### src/hw/rtl/brs_pkg.sv
// shared types and constants of the bounded record stack
`default_nettype none

package brs_pkg;

    // stored record, one per cell
    typedef struct packed {
        logic [15:0] proc;
        logic [15:0] gpu;
        logic [9:0]  ram;
        logic [7:0]  disk;
        logic [9:0]  screen;
    } rec_t;

    typedef enum logic [2:0] {
        OP_PUSH   = 3'd0,
        OP_POP    = 3'd1,
        OP_PEEK   = 3'd2,
        OP_SEARCH = 3'd3,
        OP_CLEAR  = 3'd4,
        OP_SIZE   = 3'd5,
        OP_DUMP   = 3'd6,
        OP_NOP    = 3'd7
    } op_t;

    typedef enum logic [1:0] {
        ST_OK       = 2'd0,
        ST_FULL     = 2'd1,
        ST_EMPTY    = 2'd2,
        ST_NOTFOUND = 2'd3
    } stat_t;

    // what every cell loads in a cycle
    typedef enum logic [1:0] {
        CELL_HOLD      = 2'd0,
        CELL_TAKE_PREV = 2'd1,
        CELL_TAKE_NEXT = 2'd2
    } cell_cmd_t;

    typedef enum logic [1:0] {
        S_IDLE   = 2'd0,
        S_EXEC   = 2'd1,
        S_WALK   = 2'd2,
        S_FINISH = 2'd3
    } fsm_t;

    localparam logic [3:0] CAP_RESET = 4'd5;

endpackage

`default_nettype wire

### src/hw/rtl/brs_cell.sv
// one storage cell of the record chain
`default_nettype none

module brs_cell
    import brs_pkg::*;
(
    input  wire       clk,
    input  cell_cmd_t cmd,
    input  rec_t      prev_rec,
    input  rec_t      next_rec,
    output rec_t      rec
);

    rec_t rec_reg;
    rec_t rec_next;

    always_comb
    begin
        case (cmd)
            CELL_TAKE_PREV: rec_next = prev_rec;
            CELL_TAKE_NEXT: rec_next = next_rec;
            default:        rec_next = rec_reg;
        endcase
    end

    always_ff @(posedge clk)
    begin
        rec_reg <= rec_next;
    end

    assign rec = rec_reg;

endmodule

`default_nettype wire

### src/hw/rtl/bounded_record_stack.sv
// top level of the bounded record stack: cell chain, sequencer and output register
`default_nettype none

// bounded LIFO of hardware records held in a row of DEPTH cells, top of stack in cell 0
// input stream: one transfer per operation (push, pop, peek, search, clear, size, dump)
// output stream: one transfer per result; search gives one per match, dump one per record,
//   tlast on the final result of an operation, a single status transfer when nothing is emitted
// cfg_we/cfg_wdata write the capacity limit; write only while the block is idle
// a simple operation is executed in the execute state after its input transfer, once the
//   output register is free, and its result is registered there, which raises output tvalid
// only one operation is handled at a time, the input waits until the sequencer is idle;
//   search and dump rotate the whole cell ring once, one cell per cycle unless the output stalls
// push shifts the chain toward the bottom, pop shifts it toward the top; a walk rotates the
//   ring a full turn so the chain ends where it started
// reset: stack empty, capacity limit 5, output idle; the cells themselves are not cleared
// receiver stall: the output register holds its transfer, the sequencer and the cell chain
//   freeze whenever they would need to emit, and no item is lost

module bounded_record_stack
    import brs_pkg::*;
#(
    parameter int DEPTH = 8
)
(
    input  wire         clk,
    input  wire         rst_n,
    // op[2:0], processor_id[18:3], gpu_id[34:19], ram_gb[44:35], disk_tb[52:45],
    // screen_tenths[62:53], zero [63]
    input  wire  [63:0] s_axis_tdata,
    input  wire         s_axis_tvalid,
    output logic        s_axis_tready,
    // count[3:0], out_processor[19:4], out_gpu[35:20], out_ram[45:36], out_disk[53:46],
    // out_screen[63:54]
    output logic [63:0] m_axis_tdata,
    // status[1:0], has_entry[2]
    output logic [2:0]  m_axis_tuser,
    output logic        m_axis_tlast,
    output logic        m_axis_tvalid,
    input  wire         m_axis_tready,
    input  wire         cfg_we,
    input  wire  [3:0]  cfg_wdata
);

    localparam int CW   = $clog2(DEPTH + 1);
    localparam int KW   = $clog2(DEPTH);
    localparam int CMPW = (CW > 4) ? CW : 4;

    // control state
    fsm_t            state_reg, state_next;
    logic [CW-1:0]   count_reg, count_next;
    logic [KW-1:0]   k_reg, k_next;
    logic            pend_valid_reg, pend_valid_next;
    logic [3:0]      cap_reg;

    // command and pending search hit
    op_t             op_reg;
    logic [15:0]     key_reg;
    rec_t            rec_in_reg;
    rec_t            pend_rec_reg, pend_rec_next;

    // output register
    logic            m_valid_reg;
    stat_t           m_status_reg;
    logic [3:0]      m_count_reg;
    logic            m_has_reg;
    rec_t            m_rec_reg;
    logic            m_last_reg;

    // emission from the sequencer
    logic            emit;
    stat_t           e_status;
    logic            e_has;
    rec_t            e_rec;
    logic            e_last;

    // cell chain
    rec_t            cell_q [DEPTH];
    rec_t            cell0_prev;
    cell_cmd_t       cell_cmd;

    logic            s_accept;
    logic            slot_free;
    logic [CMPW-1:0] cap_ext;
    logic [CMPW-1:0] eff_cap;
    logic            is_full;
    logic [CW-1:0]   search_idx;
    logic            search_hit;
    logic            dump_in_range;
    logic            step_ok;

    assign s_accept      = s_axis_tvalid && s_axis_tready;
    assign s_axis_tready = (state_reg == S_IDLE);
    assign slot_free     = !m_valid_reg || m_axis_tready;

    // capacity clamped to 1..DEPTH
    assign cap_ext = CMPW'(cap_reg);
    always_comb
    begin
        if (cap_ext == '0)
            eff_cap = CMPW'(1);
        else if (cap_ext > CMPW'(DEPTH))
            eff_cap = CMPW'(DEPTH);
        else
            eff_cap = cap_ext;
    end
    assign is_full = (CMPW'(count_reg) >= eff_cap);

    // push feeds cell 0 from the command, a reverse rotation wraps the last cell around
    assign cell0_prev = (state_reg == S_EXEC) ? rec_in_reg : cell_q[DEPTH-1];

    genvar gi;
    generate
        for (gi = 0; gi < DEPTH; gi++)
        begin : g_cell
            localparam int NXT = (gi + 1) % DEPTH;
            brs_cell u_cell (
                .clk      (clk),
                .cmd      (cell_cmd),
                .prev_rec ((gi == 0) ? cell0_prev : cell_q[(gi == 0) ? 0 : gi - 1]),
                .next_rec (cell_q[NXT]),
                .rec      (cell_q[gi])
            );
        end
    endgenerate

    // search walks the reverse ring and watches the last cell: original positions
    // DEPTH-1 down to 0, i.e. bottom of stack first
    assign search_idx    = CW'(DEPTH - 1) - CW'(k_reg);
    assign search_hit    = (search_idx < count_reg) && (cell_q[DEPTH-1].proc == key_reg);
    // dump walks the forward ring and watches cell 0: top of stack first
    assign dump_in_range = (CW'(k_reg) < count_reg);

    always_ff @(posedge clk or negedge rst_n)
    begin
        if (!rst_n)
        begin
            state_reg      <= S_IDLE;
            count_reg      <= '0;
            k_reg          <= '0;
            pend_valid_reg <= 1'b0;
            cap_reg        <= CAP_RESET;
            m_valid_reg    <= 1'b0;
        end
        else
        begin
            state_reg      <= state_next;
            count_reg      <= count_next;
            k_reg          <= k_next;
            pend_valid_reg <= pend_valid_next;
            if (cfg_we)
                cap_reg <= cfg_wdata;
            if (emit)
                m_valid_reg <= 1'b1;
            else if (m_axis_tready)
                m_valid_reg <= 1'b0;
        end
    end

    // payload registers
    always_ff @(posedge clk)
    begin
        if (s_accept)
        begin
            op_reg     <= op_t'(s_axis_tdata[2:0]);
            key_reg    <= s_axis_tdata[18:3];
            rec_in_reg <= '{proc:   s_axis_tdata[18:3],
                            gpu:    s_axis_tdata[34:19],
                            ram:    s_axis_tdata[44:35],
                            disk:   s_axis_tdata[52:45],
                            screen: s_axis_tdata[62:53]};
        end
        pend_rec_reg <= pend_rec_next;
        if (emit)
        begin
            m_status_reg <= e_status;
            m_count_reg  <= 4'(count_next);
            m_has_reg    <= e_has;
            m_rec_reg    <= e_rec;
            m_last_reg   <= e_last;
        end
    end

    always_comb
    begin
        state_next      = state_reg;
        count_next      = count_reg;
        k_next          = k_reg;
        pend_valid_next = pend_valid_reg;
        pend_rec_next   = pend_rec_reg;
        cell_cmd        = CELL_HOLD;
        emit            = 1'b0;
        e_status        = ST_OK;
        e_has           = 1'b0;
        e_rec           = '0;
        e_last          = 1'b1;
        step_ok         = 1'b0;

        unique case (state_reg)
            S_IDLE:
            begin
                if (s_accept)
                    state_next = S_EXEC;
            end

            S_EXEC:
            begin
                if (slot_free)
                begin
                    state_next = S_IDLE;
                    if (op_reg != OP_PUSH && op_reg != OP_NOP && count_reg == '0)
                    begin
                        emit     = 1'b1;
                        e_status = ST_EMPTY;
                    end
                    else
                    begin
                        unique case (op_reg)
                            OP_PUSH:
                            begin
                                emit = 1'b1;
                                if (is_full)
                                    e_status = ST_FULL;
                                else
                                begin
                                    cell_cmd   = CELL_TAKE_PREV;
                                    count_next = count_reg + CW'(1);
                                    e_has      = 1'b1;
                                    e_rec      = rec_in_reg;
                                end
                            end
                            OP_POP:
                            begin
                                emit       = 1'b1;
                                cell_cmd   = CELL_TAKE_NEXT;
                                count_next = count_reg - CW'(1);
                                e_has      = 1'b1;
                                e_rec      = cell_q[0];
                            end
                            OP_PEEK:
                            begin
                                emit  = 1'b1;
                                e_has = 1'b1;
                                e_rec = cell_q[0];
                            end
                            OP_SEARCH, OP_DUMP:
                            begin
                                k_next          = '0;
                                pend_valid_next = 1'b0;
                                state_next      = S_WALK;
                            end
                            OP_CLEAR:
                            begin
                                emit       = 1'b1;
                                count_next = '0;
                            end
                            default:
                            begin
                                // size and the unused code just report the count
                                emit = 1'b1;
                            end
                        endcase
                    end
                end
            end

            S_WALK:
            begin
                if (op_reg == OP_SEARCH)
                begin
                    // a new hit pushes the held one out, which is then known not to be last
                    step_ok = !(search_hit && pend_valid_reg) || slot_free;
                    if (step_ok)
                    begin
                        cell_cmd = CELL_TAKE_PREV;
                        if (search_hit)
                        begin
                            if (pend_valid_reg)
                            begin
                                emit   = 1'b1;
                                e_has  = 1'b1;
                                e_rec  = pend_rec_reg;
                                e_last = 1'b0;
                            end
                            pend_valid_next = 1'b1;
                            pend_rec_next   = cell_q[DEPTH-1];
                        end
                    end
                end
                else
                begin
                    step_ok = !dump_in_range || slot_free;
                    if (step_ok)
                    begin
                        cell_cmd = CELL_TAKE_NEXT;
                        if (dump_in_range)
                        begin
                            emit   = 1'b1;
                            e_has  = 1'b1;
                            e_rec  = cell_q[0];
                            e_last = (CW'(k_reg) + CW'(1) == count_reg);
                        end
                    end
                end
                if (step_ok)
                begin
                    k_next = k_reg + KW'(1);
                    if (k_reg == KW'(DEPTH - 1))
                        state_next = (op_reg == OP_SEARCH) ? S_FINISH : S_IDLE;
                end
            end

            S_FINISH:
            begin
                if (slot_free)
                begin
                    emit       = 1'b1;
                    state_next = S_IDLE;
                    if (pend_valid_reg)
                    begin
                        e_has = 1'b1;
                        e_rec = pend_rec_reg;
                    end
                    else
                        e_status = ST_NOTFOUND;
                end
            end

            default:
            begin
                state_next = S_IDLE;
            end
        endcase
    end

    assign m_axis_tvalid = m_valid_reg;
    assign m_axis_tlast  = m_last_reg;
    assign m_axis_tuser  = {m_has_reg, m_status_reg};
    assign m_axis_tdata  = {m_rec_reg.screen, m_rec_reg.disk, m_rec_reg.ram,
                            m_rec_reg.gpu, m_rec_reg.proc, m_count_reg};

    // the stack never holds more than the cells can
    a_count_bound: assert property (@(posedge clk) disable iff (!rst_n)
        count_reg <= CW'(DEPTH))
        else $error("stack count beyond depth");

    // the count only moves when a command is carried out
    a_count_only_in_exec: assert property (@(posedge clk) disable iff (!rst_n)
        (state_reg != S_EXEC) |=> (count_reg == $past(count_reg)))
        else $error("stack count changed outside command execution");

    // an accepted item always takes the sequencer into its execute state
    a_accept_to_exec: assert property (@(posedge clk) disable iff (!rst_n)
        s_accept |=> (state_reg == S_EXEC))
        else $error("accepted item not executed");

    // results without a record carry zero record fields
    a_no_entry_zero: assert property (@(posedge clk) disable iff (!rst_n)
        (m_axis_tvalid && !m_axis_tuser[2]) |-> (m_axis_tdata[63:4] == '0))
        else $error("record fields set on a status-only result");

    // failed results are always the final transfer and carry no record
    a_status_last: assert property (@(posedge clk) disable iff (!rst_n)
        (m_axis_tvalid && (m_axis_tuser[1:0] != ST_OK)) |-> (m_axis_tlast && !m_axis_tuser[2]))
        else $error("error status result not final or carries a record");

endmodule

`default_nettype wire

### config.mk
export PLATFORM = sky130hd
export DESIGN_NAME = bounded_record_stack
export DESIGN_NICKNAME = d
export VERILOG_FILES = /design/src/hw/rtl/brs_pkg.sv /design/src/hw/rtl/brs_cell.sv /design/src/hw/rtl/bounded_record_stack.sv
export SDC_FILE = /design/constraint.sdc
export NUM_CORES = 1
export LEC_CHECK = 0
export BUFFER_PORTS_ARGS = -buffer_cell sky130_fd_sc_hd__buf_2
export CAP_MARGIN = 25
export CORE_ASPECT_RATIO = 0.75
export CORE_UTILIZATION = 23
export CTS_CLUSTER_DIAMETER = 60
export CTS_CLUSTER_SIZE = 10
export DETAILED_ROUTE_END_ITERATION = 16
export PLACE_DENSITY_LB_ADDON = 0.12
export SLEW_MARGIN = 15
export SYNTH_ARGS = -nofsm -noshare
export SYNTH_HDL_FRONTEND = slang
export SYNTH_SLANG_ARGS = --single-unit
### constraint.sdc
create_clock -name clk -period 13.3 [get_ports clk]
set_input_delay 2.66 -clock clk [delete_from_list [all_inputs] [get_ports clk]]
set_output_delay 2.66 -clock clk [all_outputs]
set_load 0.005 [all_outputs]
==> flow_metrics.tcl <==
set metrics [dict create \
    status "completed" \
    yosysWarnings 0 \
    htreeDepth 3 \
    initial_core_util 0.2318 \
    maxCapViolations 0 \
    numCtsBuffers 88 \
    vias_per_cell 4.450 \
    coreArea_sq_um 131200 \
    rows 115 \
    synth.avg_cell_area_sq_um 16.29 \
    clock_latency_ps 680 \
    tightest_slew_ps 1041 \
    slew_headroom 0.3060 \
    crit_slowest_cell "buf_12" \
    ir_drop_mv 0.1382 \
    synth_top_cell_by_area "edfxtp_1" \
    wl_mm 81.59 \
    n_fill_cell 13250 \
    yosys.cell_count.top_type "edfxtp_1" \
    drt_iter0_markers 1120 \
    cp_num_buf_inv 5 \
    endpoint_kind "flop" \
    die_area_sq_um 133700 \
    dp_hpwl_mm 44.68 \
    cts_tree "done" \
    max_freq_mhz 150.9 \
    clk_pin_slew_ps 50 \
    synth_area_sq_um 30420 \
    die_width_um 422.0 \
    hold_buffers 0 \
    crit_chain "buf_2, nand2b_4, nand2_1, a211oi_4, buf_4, o221ai_1, ha_4, buf_12, buf_4, buf_16, mux2_2" \
    required_ps 13720 \
    fin_crit_ps 6627 \
    antenna_found_initial 7 \
    synth_nets 1962 \
    boundaryPins 143 \
    synth-edff-count 671 \
    cellPowerDensity_nw_per_um2 211.7 \
    dr.pass1.iters 4 \
    cts-resized-gates 0 \
    finalCritPeriodShare 0.4983 \
    total_leakage_power_uw 0.01141 \
    nNetsFinal 2084 \
    crit_type "in2reg" \
    postRouteAntennaNets 0 \
    post_cts_buffers 0 \
    fin_setup_tns_ps 0 \
    layout.cell_area.non_filler_sq_um 35870 \
    synth_top_area_frac 0.6623 \
    startpoint_type "input port" \
    vias 16860 \
    ys_types 62 \
    gr-usage-all-layers 0.1208 \
    place_congestion 0.7239 \
    ys_async_sr_fraction 0.02187 \
    grt_start_max_net_pins 169 \
    synthTopCellsByArea "edfxtp_1, mux2_2, o211ai_2, mux2i_1, a32oi_1" \
    hold_slack_ps 483.0 \
    skew_ps 28.22 \
    synth_seq_cells 686 \
    critPathMaxFanout 168 \
    synth.yosys.seq_area_share 0.6747 \
    grt-ovfl-total 0 \
    avgRoutedWirePerCell_um 21.54 \
    cts_root_buffer "clkbuf_16" \
    finalSetupViolations 0 \
    portBuffers 141 \
    hold_path_class "reg2reg" \
    drive_gt1_frac 0.3893 \
    cp_common_cell "buf_4" \
    synthTopCellsByCount "edfxtp_1, mux2_2, clkbuf_1" \
    area_delta_synth_final_pct 17.89 \
    drv_slew 0 \
    grt_pass1_vias 17600 \
    hold_violations 0 \
    worstPathArrival_ps 7040 \
    dpl_cell_area_sq_um 33130 \
    cp_slowest_stage_delay_ps 680 \
    drc 0 \
    cts_sinks 686 \
    die_h_um 317.0 \
    largest_reg_flops 480 \
    synth_cells 1868 \
    grt_pass1_wl_mm 120.6 \
    synth-main-ff-cell "edfxtp_1" \
    clock_path_buffers 3 \
    crit_family "buffers and inverters" \
    rsz0062_at_grt "no" \
]
area by class of cell:
class / instances / area, sq um / area share
inverters: 15 / 60.06 / 0.001674
multi-input cells: 1027 / 9331 / 0.2602
diodes: 1 / 2.502 / 0.00006977
repair buffers: 172 / 1041 / 0.02902
well taps: 1755 / 2196 / 0.06122
flip-flops and latches: 686 / 20530 / 0.5723
clock inverters: 28 / 382.9 / 0.01067
clock buffers: 104 / 2326 / 0.06485
where the power goes:
group          switching, uW  total, uW  internal (uW)
sequential               260       3370           3110
clock                    939       2310           1370
combinational           1200       1920            712
total                   2400       7590           5190
worst register-to-register path: cells and delay by family, from the launching register on:
kind | cells | cell delay, ps
AND/OR/NAND/NOR | 3 | 880
flip-flops | 1 | 440
multiplexers | 1 | 410
adder cells (fa/ha/maj) | 1 | 630
XOR/XNOR | 1 | 340
buffers and inverters | 4 | 2070
AO/OA/AOI/OAI | 1 | 440
cells by family after synthesis:
family | after synthesis | synth area share
compound gates | 238 | 0.06663
xor+xnor | 23 | 0.006621
fa+ha+maj | 21 | 0.008637
buf+inv | 155 | 0.02291
flops | 686 | 0.6747
mux | 483 | 0.1763
simple gates | 262 | 0.04417
metrics by stage:
stage | instances | worst slack (ps) | power (uW) | utilization
floorplan | 1868 | 1627 | 4689 | -
global placement | 3652 | 5408 | 5357 | 0.2521
detailed placement | 3654 | 5727 | 5393 | 0.2525
CTS | 3786 | 6466 | 7765 | 0.2731
global route | 3788 | 6414 | 8000 | 0.2733
finish | 3788 | 6673 | 7595 | 0.2733
layer usage:
layer,share of wire,vias to the layer above,GRT usage
li1,-,7701,-
met1,0.48,8712,0.1670
met2,0.46,312,0.1891
met3,0.038,127,0.02645
met4,0.024,6,0.03512
met5,0.00042,-,0
path summary, 6_finish.rpt:
check	from	endpoint	depth (start not counted)	slack, ps
max in group asynchronous	rst_n	cap_ext[2]	1	11030
max reg2reg	g_cell[7].u_cell.rec[59]	g_cell[3].u_cell.rec[45]	11	7840
min	g_cell[7].u_cell.rec[41]	pend_rec_reg[41]	0	480
min reg2reg	g_cell[7].u_cell.rec[41]	pend_rec_reg[41]	0	480
max	m_axis_tready	g_cell[3].u_cell.rec[45]	11	6670
min in group asynchronous	rst_n	cap_ext[3]	1	1930
placed cells by master, fill, tap and decap left out, drive strengths merged, types with 8 or more instances in the layout:
cell and count:
nand2b 8, nand4 66, nand3 69, clkbuf 104
xnor2 18, mux2i 60, nand2 74, ha 21
o211ai 62, o21ai 71, nor2 17, edfxtp 671
buf 172, a32oi 64, clkinv 16, inv 17
dfrtp 13, mux2 423
No activity file was read; power rests on OpenSTA's default activity.
